==> src/spm_pkg.sv <==
`default_nettype none

package spm_pkg;

  // default sizes of the match stores
  localparam int WINDOW_LEN_DEF = 11;
  localparam int SUFFIX_MAX_DEF = 9;

  // character codes
  localparam logic [7:0] CHAR_DOT     = 8'h2e;
  localparam logic [7:0] CHAR_UPPER_A = 8'h41;
  localparam logic [7:0] CHAR_UPPER_Z = 8'h5a;
  localparam logic [7:0] CASE_OFFSET  = 8'h20;

  // keyword dictionary, right aligned: last character in the low byte, zero padded
  localparam int N_KW     = 11;
  localparam int KW_BYTES = 11;
  localparam logic [KW_BYTES*8-1:0] KW_TEXT [N_KW] = '{
    "password", "secret", "credential", {"private", "_key"}, "id_rsa",
    "id_dsa", {"id_ec", "dsa"}, ".gitconfig", ".htpasswd", "token", "apikey"
  };

  // extension dictionary without the dot, right aligned like the keywords
  localparam int N_EXT     = 18;
  localparam int EXT_BYTES = 8;
  localparam int EXT_LEN_W = 4;
  localparam logic [EXT_BYTES*8-1:0] EXT_TEXT [N_EXT] = '{
    "key", "pem", "pfx", "p12", "cer", "crt", "der", "jks", "keystore",
    "env", "htpasswd", "sql", "sqlite", "sqlite3", "db",
    "csv", "xls", "xlsx"
  };
  localparam logic [EXT_LEN_W-1:0] EXT_LEN [N_EXT] = '{
    4'd3, 4'd3, 4'd3, 4'd3, 4'd3, 4'd3, 4'd3, 4'd3, 4'd8,
    4'd3, 4'd8, 4'd3, 4'd6, 4'd7, 4'd2,
    4'd3, 4'd3, 4'd4
  };

  // one request on the input channel
  typedef struct packed {
    logic [7:0] path_char;
    logic       last_char;
  } in_t;

  // one verdict on the result channel
  typedef struct packed {
    logic sensitive;
    logic keyword_hit;
    logic extension_hit;
  } out_t;

  // ascii upper case to lower case, other bytes unchanged
  function automatic logic [7:0] fold_case(input logic [7:0] c);
    logic [7:0] r;
    r = c;
    if (c >= CHAR_UPPER_A && c <= CHAR_UPPER_Z) begin
      r = c + CASE_OFFSET;
    end
    return r;
  endfunction

endpackage

`default_nettype wire

==> src/sensitive_path_matcher.sv <==
// sensitive path matcher
//
// in channel: one path byte per request (in_data.path_char), with
// in_data.last_char marking the final byte. letters are folded to lower
// case before matching. out channel: one verdict per path, carrying
// keyword_hit, extension_hit and their or as sensitive.
//
// throughput: one byte per cycle while in_ready is high. the keyword window
// and the suffix store update in the cycle a byte is taken, and the verdict
// of the last byte is loaded into the output register at that same edge, so
// it shows on out_valid in the cycle after the last byte is accepted.
//
// reset clears all match state and out_valid, but not out_data. state also
// clears after every last byte, so the next byte starts a new path.
//
// receiver stall: the verdict holds in the output register; in_ready stays
// high while that register is empty or being taken in the same cycle, and
// drops only when a verdict is waiting and out_ready is low.
`default_nettype none

module sensitive_path_matcher #(
  parameter int WINDOW_LEN = spm_pkg::WINDOW_LEN_DEF,
  parameter int SUFFIX_MAX = spm_pkg::SUFFIX_MAX_DEF
) (
  input  wire logic          clk,
  input  wire logic          rst_n,
  input  wire logic          in_valid,
  output logic               in_ready,
  input  wire spm_pkg::in_t  in_data,
  output logic               out_valid,
  input  wire logic          out_ready,
  output spm_pkg::out_t      out_data
);
  import spm_pkg::*;

  logic  in_fire;
  out_t  verdict;
  logic  out_valid_r;
  out_t  out_data_r;

  assign in_ready = !out_valid_r || out_ready;
  assign in_fire  = in_valid && in_ready;

  spm_scan #(
    .WINDOW_LEN(WINDOW_LEN),
    .SUFFIX_MAX(SUFFIX_MAX)
  ) u_scan (
    .clk    (clk),
    .rst_n  (rst_n),
    .step   (in_fire),
    .req    (in_data),
    .verdict(verdict)
  );

  // output register
  always_ff @(posedge clk) begin
    if (!rst_n) begin
      out_valid_r <= 1'b0;
    end else if (in_fire && in_data.last_char) begin
      out_valid_r <= 1'b1;
    end else if (out_ready) begin
      out_valid_r <= 1'b0;
    end
  end

  always_ff @(posedge clk) begin
    if (in_fire && in_data.last_char) begin
      out_data_r <= verdict;
    end
  end

  assign out_valid = out_valid_r;
  assign out_data  = out_data_r;

`ifndef NO_ASSERTIONS
  a_sensitive_is_or: assert property (@(posedge clk) disable iff (!rst_n)
    out_valid_r |-> (out_data_r.sensitive ==
                     (out_data_r.keyword_hit || out_data_r.extension_hit)))
    else $error("sensitive does not match its hit flags");

  a_last_gives_verdict: assert property (@(posedge clk) disable iff (!rst_n)
    (in_fire && in_data.last_char) |=> out_valid_r)
    else $error("last byte accepted without a verdict");

  a_inner_byte_no_verdict: assert property (@(posedge clk) disable iff (!rst_n)
    (in_fire && !in_data.last_char) |=> !out_valid_r)
    else $error("verdict appeared after an inner byte");

  a_stall_only_when_full: assert property (@(posedge clk) disable iff (!rst_n)
    !in_ready |-> (out_valid_r && !out_ready))
    else $error("input stalled with the output register free");
`endif

endmodule

`default_nettype wire

==> src/spm_scan.sv <==
`default_nettype none

module spm_scan #(
  parameter int WINDOW_LEN = spm_pkg::WINDOW_LEN_DEF,
  parameter int SUFFIX_MAX = spm_pkg::SUFFIX_MAX_DEF
) (
  input  wire logic         clk,
  input  wire logic         rst_n,
  input  wire logic         step,
  input  wire spm_pkg::in_t req,
  output spm_pkg::out_t     verdict
);
  import spm_pkg::*;

  localparam int WIN_W = WINDOW_LEN * 8;
  localparam int SUF_W = SUFFIX_MAX * 8;
  localparam int LEN_W = $clog2(SUFFIX_MAX + 1);

  logic [WIN_W-1:0] window_r, window_nxt;
  logic             kw_seen_r, kw_seen_nxt;
  logic [SUF_W-1:0] suffix_r, suffix_nxt;
  logic [LEN_W-1:0] suf_len_r, suf_len_nxt;
  logic             dot_seen_r, dot_seen_nxt;
  logic             overflow_r, overflow_nxt;

  logic [7:0] ch;
  logic       kw_now;
  logic       ext_now;

  assign ch = fold_case(req.path_char);

  // window shift, newest byte at the low end
  always_comb begin
    window_nxt = {window_r[WIN_W-9:0], ch};
  end

  // parallel keyword compare on the newest bytes
  always_comb begin
    logic       ok;
    logic [7:0] kb;
    kw_now = 1'b0;
    for (int k = 0; k < N_KW; k++) begin
      ok = 1'b1;
      for (int j = 0; j < KW_BYTES; j++) begin
        kb = KW_TEXT[k][8*j +: 8];
        if (kb != 8'h00 && window_nxt[8*j +: 8] != kb) begin
          ok = 1'b0;
        end
      end
      kw_now = kw_now | ok;
    end
  end

  assign kw_seen_nxt = kw_seen_r | kw_now;

  // suffix after the last dot, shifted in like the window
  always_comb begin
    suffix_nxt   = suffix_r;
    suf_len_nxt  = suf_len_r;
    dot_seen_nxt = dot_seen_r;
    overflow_nxt = overflow_r;
    if (ch == CHAR_DOT) begin
      dot_seen_nxt = 1'b1;
      suf_len_nxt  = '0;
      overflow_nxt = 1'b0;
      suffix_nxt   = '0;
    end else if (dot_seen_r && !overflow_r) begin
      if (suf_len_r < LEN_W'(SUFFIX_MAX)) begin
        suffix_nxt  = {suffix_r[SUF_W-9:0], ch};
        suf_len_nxt = suf_len_r + 1'b1;
      end else begin
        overflow_nxt = 1'b1;
      end
    end
  end

  // exact extension compare, unused high bytes are always zero
  always_comb begin
    logic any;
    any = 1'b0;
    for (int k = 0; k < N_EXT; k++) begin
      if (suf_len_nxt == LEN_W'(EXT_LEN[k]) && suffix_nxt == SUF_W'(EXT_TEXT[k])) begin
        any = 1'b1;
      end
    end
    ext_now = any && dot_seen_nxt && !overflow_nxt;
  end

  // verdict fields: sensitive, keyword_hit, extension_hit
  assign verdict = {kw_seen_nxt | ext_now, kw_seen_nxt, ext_now};

  // match state, cleared after the last byte of a path
  always_ff @(posedge clk) begin
    if (!rst_n || (step && req.last_char)) begin
      window_r   <= '0;
      kw_seen_r  <= 1'b0;
      suffix_r   <= '0;
      suf_len_r  <= '0;
      dot_seen_r <= 1'b0;
      overflow_r <= 1'b0;
    end else if (step) begin
      window_r   <= window_nxt;
      kw_seen_r  <= kw_seen_nxt;
      suffix_r   <= suffix_nxt;
      suf_len_r  <= suf_len_nxt;
      dot_seen_r <= dot_seen_nxt;
      overflow_r <= overflow_nxt;
    end
  end

endmodule

`default_nettype wire
==> config.mk <==
export PLATFORM = sky130hd
export DESIGN_NAME = sensitive_path_matcher
export DESIGN_NICKNAME = d
export VERILOG_FILES = /design/src/spm_pkg.sv /design/src/sensitive_path_matcher.sv /design/src/spm_scan.sv
export SDC_FILE = /design/constraint.sdc
export NUM_CORES = 1
export LEC_CHECK = 0
export BUFFER_PORTS_ARGS = -buffer_cell sky130_fd_sc_hd__clkbuf_2
export CORE_MARGIN = 2
export CORE_UTILIZATION = 60
export CTS_CLUSTER_SIZE = 25
export DETAILED_ROUTE_END_ITERATION = 10
export HOLD_SLACK_MARGIN = 0.08
export MAX_ROUTING_LAYER = met4
export PLACE_DENSITY = 0.79
export SETUP_SLACK_MARGIN = 0.5
export SLEW_MARGIN = 20
export SYNTH_ARGS = -nofsm -noshare
export SYNTH_HDL_FRONTEND = slang
export SYNTH_SLANG_ARGS = --single-unit
==> constraint.sdc <==
create_clock -name clk -period 3.9 [get_ports clk]
set_clock_uncertainty 0.2 [all_clocks]
set_input_delay 0.585 -clock clk [delete_from_list [all_inputs] [get_ports clk]]
set_output_delay 0.585 -clock clk [all_outputs]
set_load 0.02 [all_outputs]
# After elaboration in Yosys (flattened, before gate mapping)
# Index checks and enable logic that the tools add are counted.
[totals] out_inout_bits=5 reg_bits=163 word_cells=250
[classes] magnitude_cmp=3 n_mux=107 eq_ne=85 addsub=2 n_reduce_logical=31 bitwise=12
[ops] op="== test 72 x 23 -> 1 bit (second input constant)" count=12
[ops] op="inequality test 8 x 7 -> 1 bit (second input constant)" count=58
[ops] op="two-way mux 72 bit" count=3
[ops] op="== test 72 x 63 -> 1 bit (second input constant)" count=2
[ops] op="two-way mux 1 bit" count=100
[ops] op="== test 72 x 15 -> 1 bit (second input constant)" count=1
[ops] op="== test 72 x 31 -> 1 bit (second input constant)" count=1
[ops] op="== test 72 x 47 -> 1 bit (second input constant)" count=1
[ops] op="== test 72 x 55 -> 1 bit (second input constant)" count=1
[ops] op="logical AND 1 bit" count=24
[ops] op="inequality test 8 x 6 -> 1 bit (second input constant)" count=2
[ops] op="== test 4 x 3 -> 1 bit (second input constant)" count=3
[ops] op="two-way mux 4 bit" count=3
[ops] op="OR 1 bit" count=12
[ops] op="adder 8 x 6 -> 8 bit (second input constant)" count=1
[ops] op="== test 4 x 2 -> 1 bit (second input constant)" count=2
[ops] op="== test 8 x 6 -> 1 bit (second input constant)" count=1
[ops] op=">= comparator 8 x 7 -> 1 bit (second input constant)" count=1
[ops] op="less-or-equal comparator 8 x 7 -> 1 bit (second input constant)" count=1
[ops] op="two-way mux 8 bit" count=1
[ops] op="adder 4 x 1 -> 4 bit (second input constant)" count=1
[ops] op="== test 4 bit (second input constant)" count=1
[ops] op="logical NOT 1 bit" count=4
[ops] op="< comparator 4 bit (second input constant)" count=1
[ops] op="2 further kinds" count=3

# Longest topological paths before layout
# Gate-level depths: netlist of the first run.
[depth] ltp_word=29 ltp_mapped=14

# Cells and area by module
# Synthesis of the first run repeated with hierarchy kept, for this count alone.
[hier_totals] hier_cells=1113 area_unflattened_um2=9185.1
[by_module_without_submodules] mod="spm_scan" area_per_inst_um2=9023.7 seq_area_each_um2=3022.9 instances=1 cells_each=1104
[by_module_without_submodules] mod="sensitive_path_matcher" area_per_inst_um2=161.4 seq_area_each_um2=110.1 instances=1 cells_each=9

# Worst setup path after synthesis of the first run
# OpenSTA, ideal clock, no wires.
[synth_timing] kind="input port to flip-flop" from="input port in_data[5] (netlist name)" to="register out_data_r, in the netlist out_data[2] (data pin)" required_ns=3.434 arrival_ns=2.640 setup_time_ns=0.266 path_buffers=3 path_slack_ns=0.794 stages=11 cell_sequence="buf_2 > nor3_1 > o2bb2ai_1 > o41ai_2 > and3_1 > clkbuf_1 > clkbuf_1 > nor3_1 > a32oi_1 > a211oi_1 > or3b_1"
[synth_lines] element="start: declaration" line="sensitive_path_matcher.sv:29" source="input wire spm_pkg::in_t in_data,"
[synth_lines] element="end signal: assignment" line="sensitive_path_matcher.sv:68" source="out_data_r <= verdict;"
[synth_lines] element="end: declaration" line="sensitive_path_matcher.sv:39" source="out_t out_data_r;"

==> results_dict.tcl, run 1 <==
set metrics [dict create \
    min_from "rst_n" \
    grt_pass1_wl_um 41010 \
    drtIter0Drc 1151 \
    wl_um 26540 \
    dp_cells 1242 \
    power_density_nw_per_um2 373.1 \
    gr-total-overflow 0 \
    timing.final.crit_share_pct 86.26 \
    first_global_vias 7693 \
    antenna_left 0 \
    hold_class "input port to flop" \
    dr.pass1.iters 7 \
    syn_avg_cell_area_um2 7.614 \
    synth_cells 1097 \
    critPathCaptureType "flop" \
    r2r-start "u_scan.suf_len_r[0]$_SDFFE_PP0P_" \
    clk_pin_slew_ns 0.07 \
    crit_start "u_scan.suf_len_r[0]$_SDFFE_PP0P_" \
    grt_max_degree 89 \
    dieArea_um2 14880 \
    drv_cap 0 \
    cp_cell_sequence "inv_2 -> ha_1 -> nor2b_2 -> o21ai_4 -> buf_12 -> nand2_1 -> o21a_1 -> or2_1 -> or4b_1 -> a2111oi_1 -> a21oi_1 -> or3b_1" \
    period_minus_slack_ns 3.364 \
    path_max_fanout 19 \
    ys_async_sr_fraction_pct 0 \
    clk_latency_ns 0.43 \
    finalWorstSetupSlack_ns 0.5360 \
    cts_buffer_depth 2 \
    num_vias 8616 \
    port_buffers 17 \
    cts_made_buffers 17 \
    die_h_um 122.0 \
    htree_levels 4 \
    yosys.area.top_type_share_pct 38.35 \
    p_leak_uw 0.002908 \
    track_usage_pct 36.07 \
    relSlewSlack_pct 41.92 \
    hpwl_um 18080 \
    fmax_mhz 297.3 \
    hold_slack_ns 0.2292 \
    yosysWarnings 0 \
    die_w_um 122.0 \
    antenna_found_initial 1 \
    nets 1100 \
    critPathSlowestCell "or4b_1" \
    ir_drop_uv 304.1 \
    status "completed" \
    synthToLayoutAreaGrowth_pct 11.80 \
    start_kind "flop" \
    root_buffer "clkbuf_16" \
    rsz0062_at_grt "false" \
    pre_cts_ws_ns 0.2901 \
    cpPeakStageDelay_ns 0.54 \
    synth_most_common_cell "nand2_1" \
    routed_via_density 6.742 \
    drive_above_1_share_pct 9.845 \
    required_ns 4.00 \
    postPlaceCellArea_um2 8635 \
    yosysSeqAreaShare_pct 39.42 \
    fillers 1197 \
    tightest_slew_ns 0.8712 \
    ios 18 \
    setup_violations 0 \
    synth_flop_cell "dfxtp_1" \
    syn_area_um2 8353 \
    num_rows 43 \
    synth_common_cells "nand2_1, dfxtp_1, nor2_1" \
    synth_top_area_cell "dfxtp_1" \
    post_drt_wl_per_cell_um 20.77 \
    initial_core_util_pct 60.88 \
    cts_tree "done" \
    crit_arrival_ns 3.46 \
    holdBufCountCts 0 \
    maxSlewViolCount 0 \
    ys_seq_elements 163 \
    gp_congestion 1.056 \
    worst-setup-path-type "flop to flop" \
    finalHoldViolations 0 \
    clock_sinks 163 \
    synth_fp_nets 1113 \
    stdcell_count 1278 \
    synth.distinct_cells 70 \
    fp.coreArea_um2 13720 \
    synth_area_leaders "dfxtp_1, nand2_1, a22oi_1" \
    synth_edf_count 3 \
    drc 0 \
    finalSetupTns_ns 0 \
    fin_area_um2 9339 \
]
==> cell usage in the layout (no fill, tap or decap), types with 10 or more instances in the layout <==
cell,synthesis,routed
clkbuf_2,0,17
nand2b_1,15,14
o21ai_1,12,10
nand4_1,39,39
nor3_1,36,34
a22oi_1,70,70
nand3_1,43,43
clkbuf_16,0,18
nor4_1,38,37
dfxtp_1,160,158
buf_4,1,27
mux2i_1,12,11
nand4b_1,12,12
nand2_1,201,199
a21oi_1,96,95
nor2b_1,15,14
nor2_1,124,124
==> worst paths after layout <==
check                                           to  slack [ns]  cells after the start
hold / removal              out_valid$_SDFFE_PN0P_        0.23                      2
setup / recovery             out_data[2]$_DFFE_PP_        0.54                     12
hold reg to reg   u_scan.window_r[75]$_SDFFE_PP0P_        0.26                      2
setup reg to reg             out_data[2]$_DFFE_PP_        0.54                     12
==> cell type report <==
cell class                 instances  area (µm²)  share of cell area, %
antenna                            1       2.502                0.02680
clock buffer                      20       456.7                  4.890
clock inverter                    12       123.9                  1.326
inverter                           7       26.28                 0.2814
multi-input combinational        847        4836                  51.78
sequential                       163        3296                  35.29
tap                              180       225.2                  2.412
timing repair buffer              48       372.9                  3.993
==> where the power goes <==
group	internal [µW]	switching, µW
registers	1680	10.4
logic	33.1	113
clock network	926	723
==> repair_timing <==
item	in CTS	in global routing
pin swaps	0	3
setup endpoints to repair	2	2
gates resized for setup	7	9
setup buffers	0	1
gates cloned	0	2
==> state kept, by name, summed over array words and instances, names as in the netlist <==
register           count
u_scan.dot_seen_r      1
u_scan.suffix_r       72
u_scan.window_r       80
u_scan.kw_seen_r       1
out_data               3
out_valid              1
u_scan.suf_len_r       4
u_scan.overflow_r      1
==> critical path: cells and delay by family, from the launching register on <==
kind,cells,cell delay (ns)
AO/OA/AOI/OAI,4,0.79
adder cells (fa/ha/maj),1,0.27
AND/OR/NAND/NOR,5,1.29
flip-flops,1,0.38
buffers and inverters,2,0.29
==> metrics by stage <==
stage | utilization, % | total power, µW
6_report | 68.07 | 3484
5_1_grt | 68.07 | 3585
4_1_cts | 67.38 | 3501
3_5_place_dp | 62.94 | 1871
3_3_place_gp | 62.94 | 1870
2_1_floorplan | - | 1824
==> per-layer routing <==
| metal | GRT usage [%] | vias up | share of wire, % |
|---|---|---|---|
| met4 | 13.65 | 0 | 3.9 |
| met1 | 44.59 | 4056 | 40 |
| met2 | 58.90 | 444 | 49 |
| met3 | 6.414 | 110 | 7.4 |
| li1 | - | 4006 | - |
| met5 | - | - | 0 |
==> cell families (layout without fill, tap and decap cells) <==
logic type	count (synthesis)	in the layout	share of synthesized area (%)
other cells	0	1	0
flops	163	163	39.42
simple gates	601	601	36.61
buf+inv	88	87	4.134
fa+ha+maj	3	3	0.4494
mux	13	13	1.573
compound gates	227	228	17.60
xor+xnor	2	2	0.2097
Note: power is estimated with default switching activity, not from simulation.
==> run 2: changes to the inputs <==
Settings changed: PLACE_DENSITY 0.79 to 0.77.
==> results_dict.tcl, run 2 (synthesis results as in run 1) <==
set metrics [dict create \
    status "completed" \
    port_buffers 17 \
    wl_um 27670 \
    htree_levels 4 \
    gp_congestion 1.045 \
    regMostFlops "u_scan.window_r" \
    setup_violations 0 \
    clockPowerShare_pct 47.0 \
    period_minus_slack_ns 3.258 \
    fin_area_um2 9397 \
    required_ns 3.87 \
    postPlaceCellArea_um2 8707 \
    nets 1111 \
    grt_pass1_wl_um 42610 \
    swShare_pct 25.44 \
    antenna_left 0 \
    num_vias 8748 \
    drc 0 \
    initial_core_util_pct 60.88 \
    hold_class "input port to flop" \
    root_buffer "clkbuf_16" \
    final_common_cell "nand2_1" \
    rsz0062_at_grt "false" \
    grt_max_degree 89 \
    holdPathStages 2 \
    drv_cap 0 \
    path_max_fanout 13 \
    gr-total-overflow 0 \
    dr.pass1.iters 8 \
    fp.coreArea_um2 13720 \
    timing.final.crit_share_pct 83.54 \
    layout_common_cells "nand2_1, dfxtp_1, nor2_1" \
    cts_made_buffers 17 \
    cts_buffer_depth 2 \
    reg_top3 "u_scan.window_r: 80 flops, u_scan.suffix_r: 72 flops, u_scan.suf_len_r: 4 flops" \
    crit_arrival_ns 3.23 \
    pwr-share-comb_pct 4.3 \
    drtIter0Drc 1159 \
    clk_latency_ns 0.44 \
    ios 18 \
    drive_above_1_share_pct 10.47 \
    first_global_vias 7944 \
    largest_reg_flops 80 \
    seq_power_share_pct 48.7 \
    synthToLayoutAreaGrowth_pct 12.49 \
    num_rows 43 \
    post_drt_wl_per_cell_um 21.46 \
    relSlewSlack_pct 37.53 \
    power_switching_uw 882.0 \
    fmax_mhz 306.9 \
    track_usage_pct 38.02 \
    die_h_um 122.0 \
    finalSetupTns_ns 0 \
    finalHoldViolations 0 \
    routed_via_density 6.787 \
    tightest_slew_ns 0.9320 \
    power_density_nw_per_um2 369.0 \
    die_w_um 122.0 \
    worst-setup-path-type "input port to flop" \
    start_kind "input port" \
    clock_sinks 163 \
    holdBufCountCts 0 \
    cts_tree "done" \
    clk_pin_slew_ns 0.06 \
    ir_drop_uv 281.5 \
    p_leak_uw 0.002962 \
    ff2ff_path_depth 11 \
    hpwl_um 19050 \
    critPathCaptureType "flop" \
    dieArea_um2 14880 \
    p_int_uw 2585 \
    antenna_found_initial 0 \
    maxSlewViolCount 0 \
]
==> run 2: power by group through the flow <==
| stage | registers [µW] | clock network (µW) | logic, µW |
|---|---|---|---|
| after floorplan | 1730 | 0 | 98.8 |
| after global placement | 1730 | 0 | 145 |
| after detailed placement | 1730 | 0 | 146 |
| after CTS | 1690 | 1640 | 147 |
| after global routing | 1690 | 1700 | 162 |
| final | 1690 | 1630 | 151 |
==> run 2: path summary, 6_finish.rpt <==
check / startpoint / endpoint / slack (ns)
worst max-delay path: in_data[1] / out_data[2]$_DFFE_PP_ / 0.64
worst min-delay path: rst_n / out_valid$_SDFFE_PN0P_ / 0.24
worst max register to register: u_scan.suf_len_r[0]$_SDFFE_PP0P_ / out_data[2]$_DFFE_PP_ / 0.66
worst min register to register: u_scan.window_r[77]$_SDFFE_PP0P_ / u_scan.window_r[77]$_SDFFE_PP0P_ / 0.26
==> run 2: per-stage QoR <==
step / hold WS, ns / instances / util [%] / worst slack [ns] / power [µW]
after CTS: 0.2333 / 1282 / 67.72 / 0.5453 / 3470
after detailed placement: 0.2457 / 1250 / 63.47 / 0.3477 / 1872
after global routing: 0.2367 / 1288 / 68.47 / 0.4779 / 3553
after global placement: 0.2453 / 1250 / 63.47 / 0.3883 / 1871
after floorplan: 0.2311 / 1097 / - / 0.7942 / 1824
final: 0.2388 / 1289 / 68.49 / 0.6418 / 3467
==> run 2: layout make-up <==
cell class	instances	area (µm²)
Multi-Input combinational cell	846	4793
Antenna cell	1	2.502
Clock inverter	12	110.1
Sequential cell	163	3296
Fill cell	1161	4323
Tap cell	180	225.2
Inverter	7	26.28
Timing Repair Buffer	60	486.7
Clock buffer	20	456.7
==> run 2: what timing repair did <==
item                                    4_1_cts  5_1_grt
buffers inserted                              0        5
gates resized for setup                       4       10
endpoints found under the setup margin        2        2
cloned                                        0        1
pin swaps                                     0        3
==> run 2: worst max-delay path, cell delays in order <==
cell       delay, ns
clkbuf_2        0.27
nor3_1          0.11
o2bb2ai_1       0.20
o41ai_2         0.51
and3_1          0.51
buf_4           0.22
nor3_1          0.05
o21ai_1         0.13
a2111oi_2       0.09
a21oi_1         0.21
or3b_1          0.37
==> run 2: per-layer routing <==
layer / track usage [%] / wire (µm) / share of wire (%)
met1: 45.91 / 10870 / 39
met2: 59.08 / 13070 / 47
met3: 7.818 / 2153 / 7.8
met4: 21.62 / 1567 / 5.7
met5: - / 0 / 0
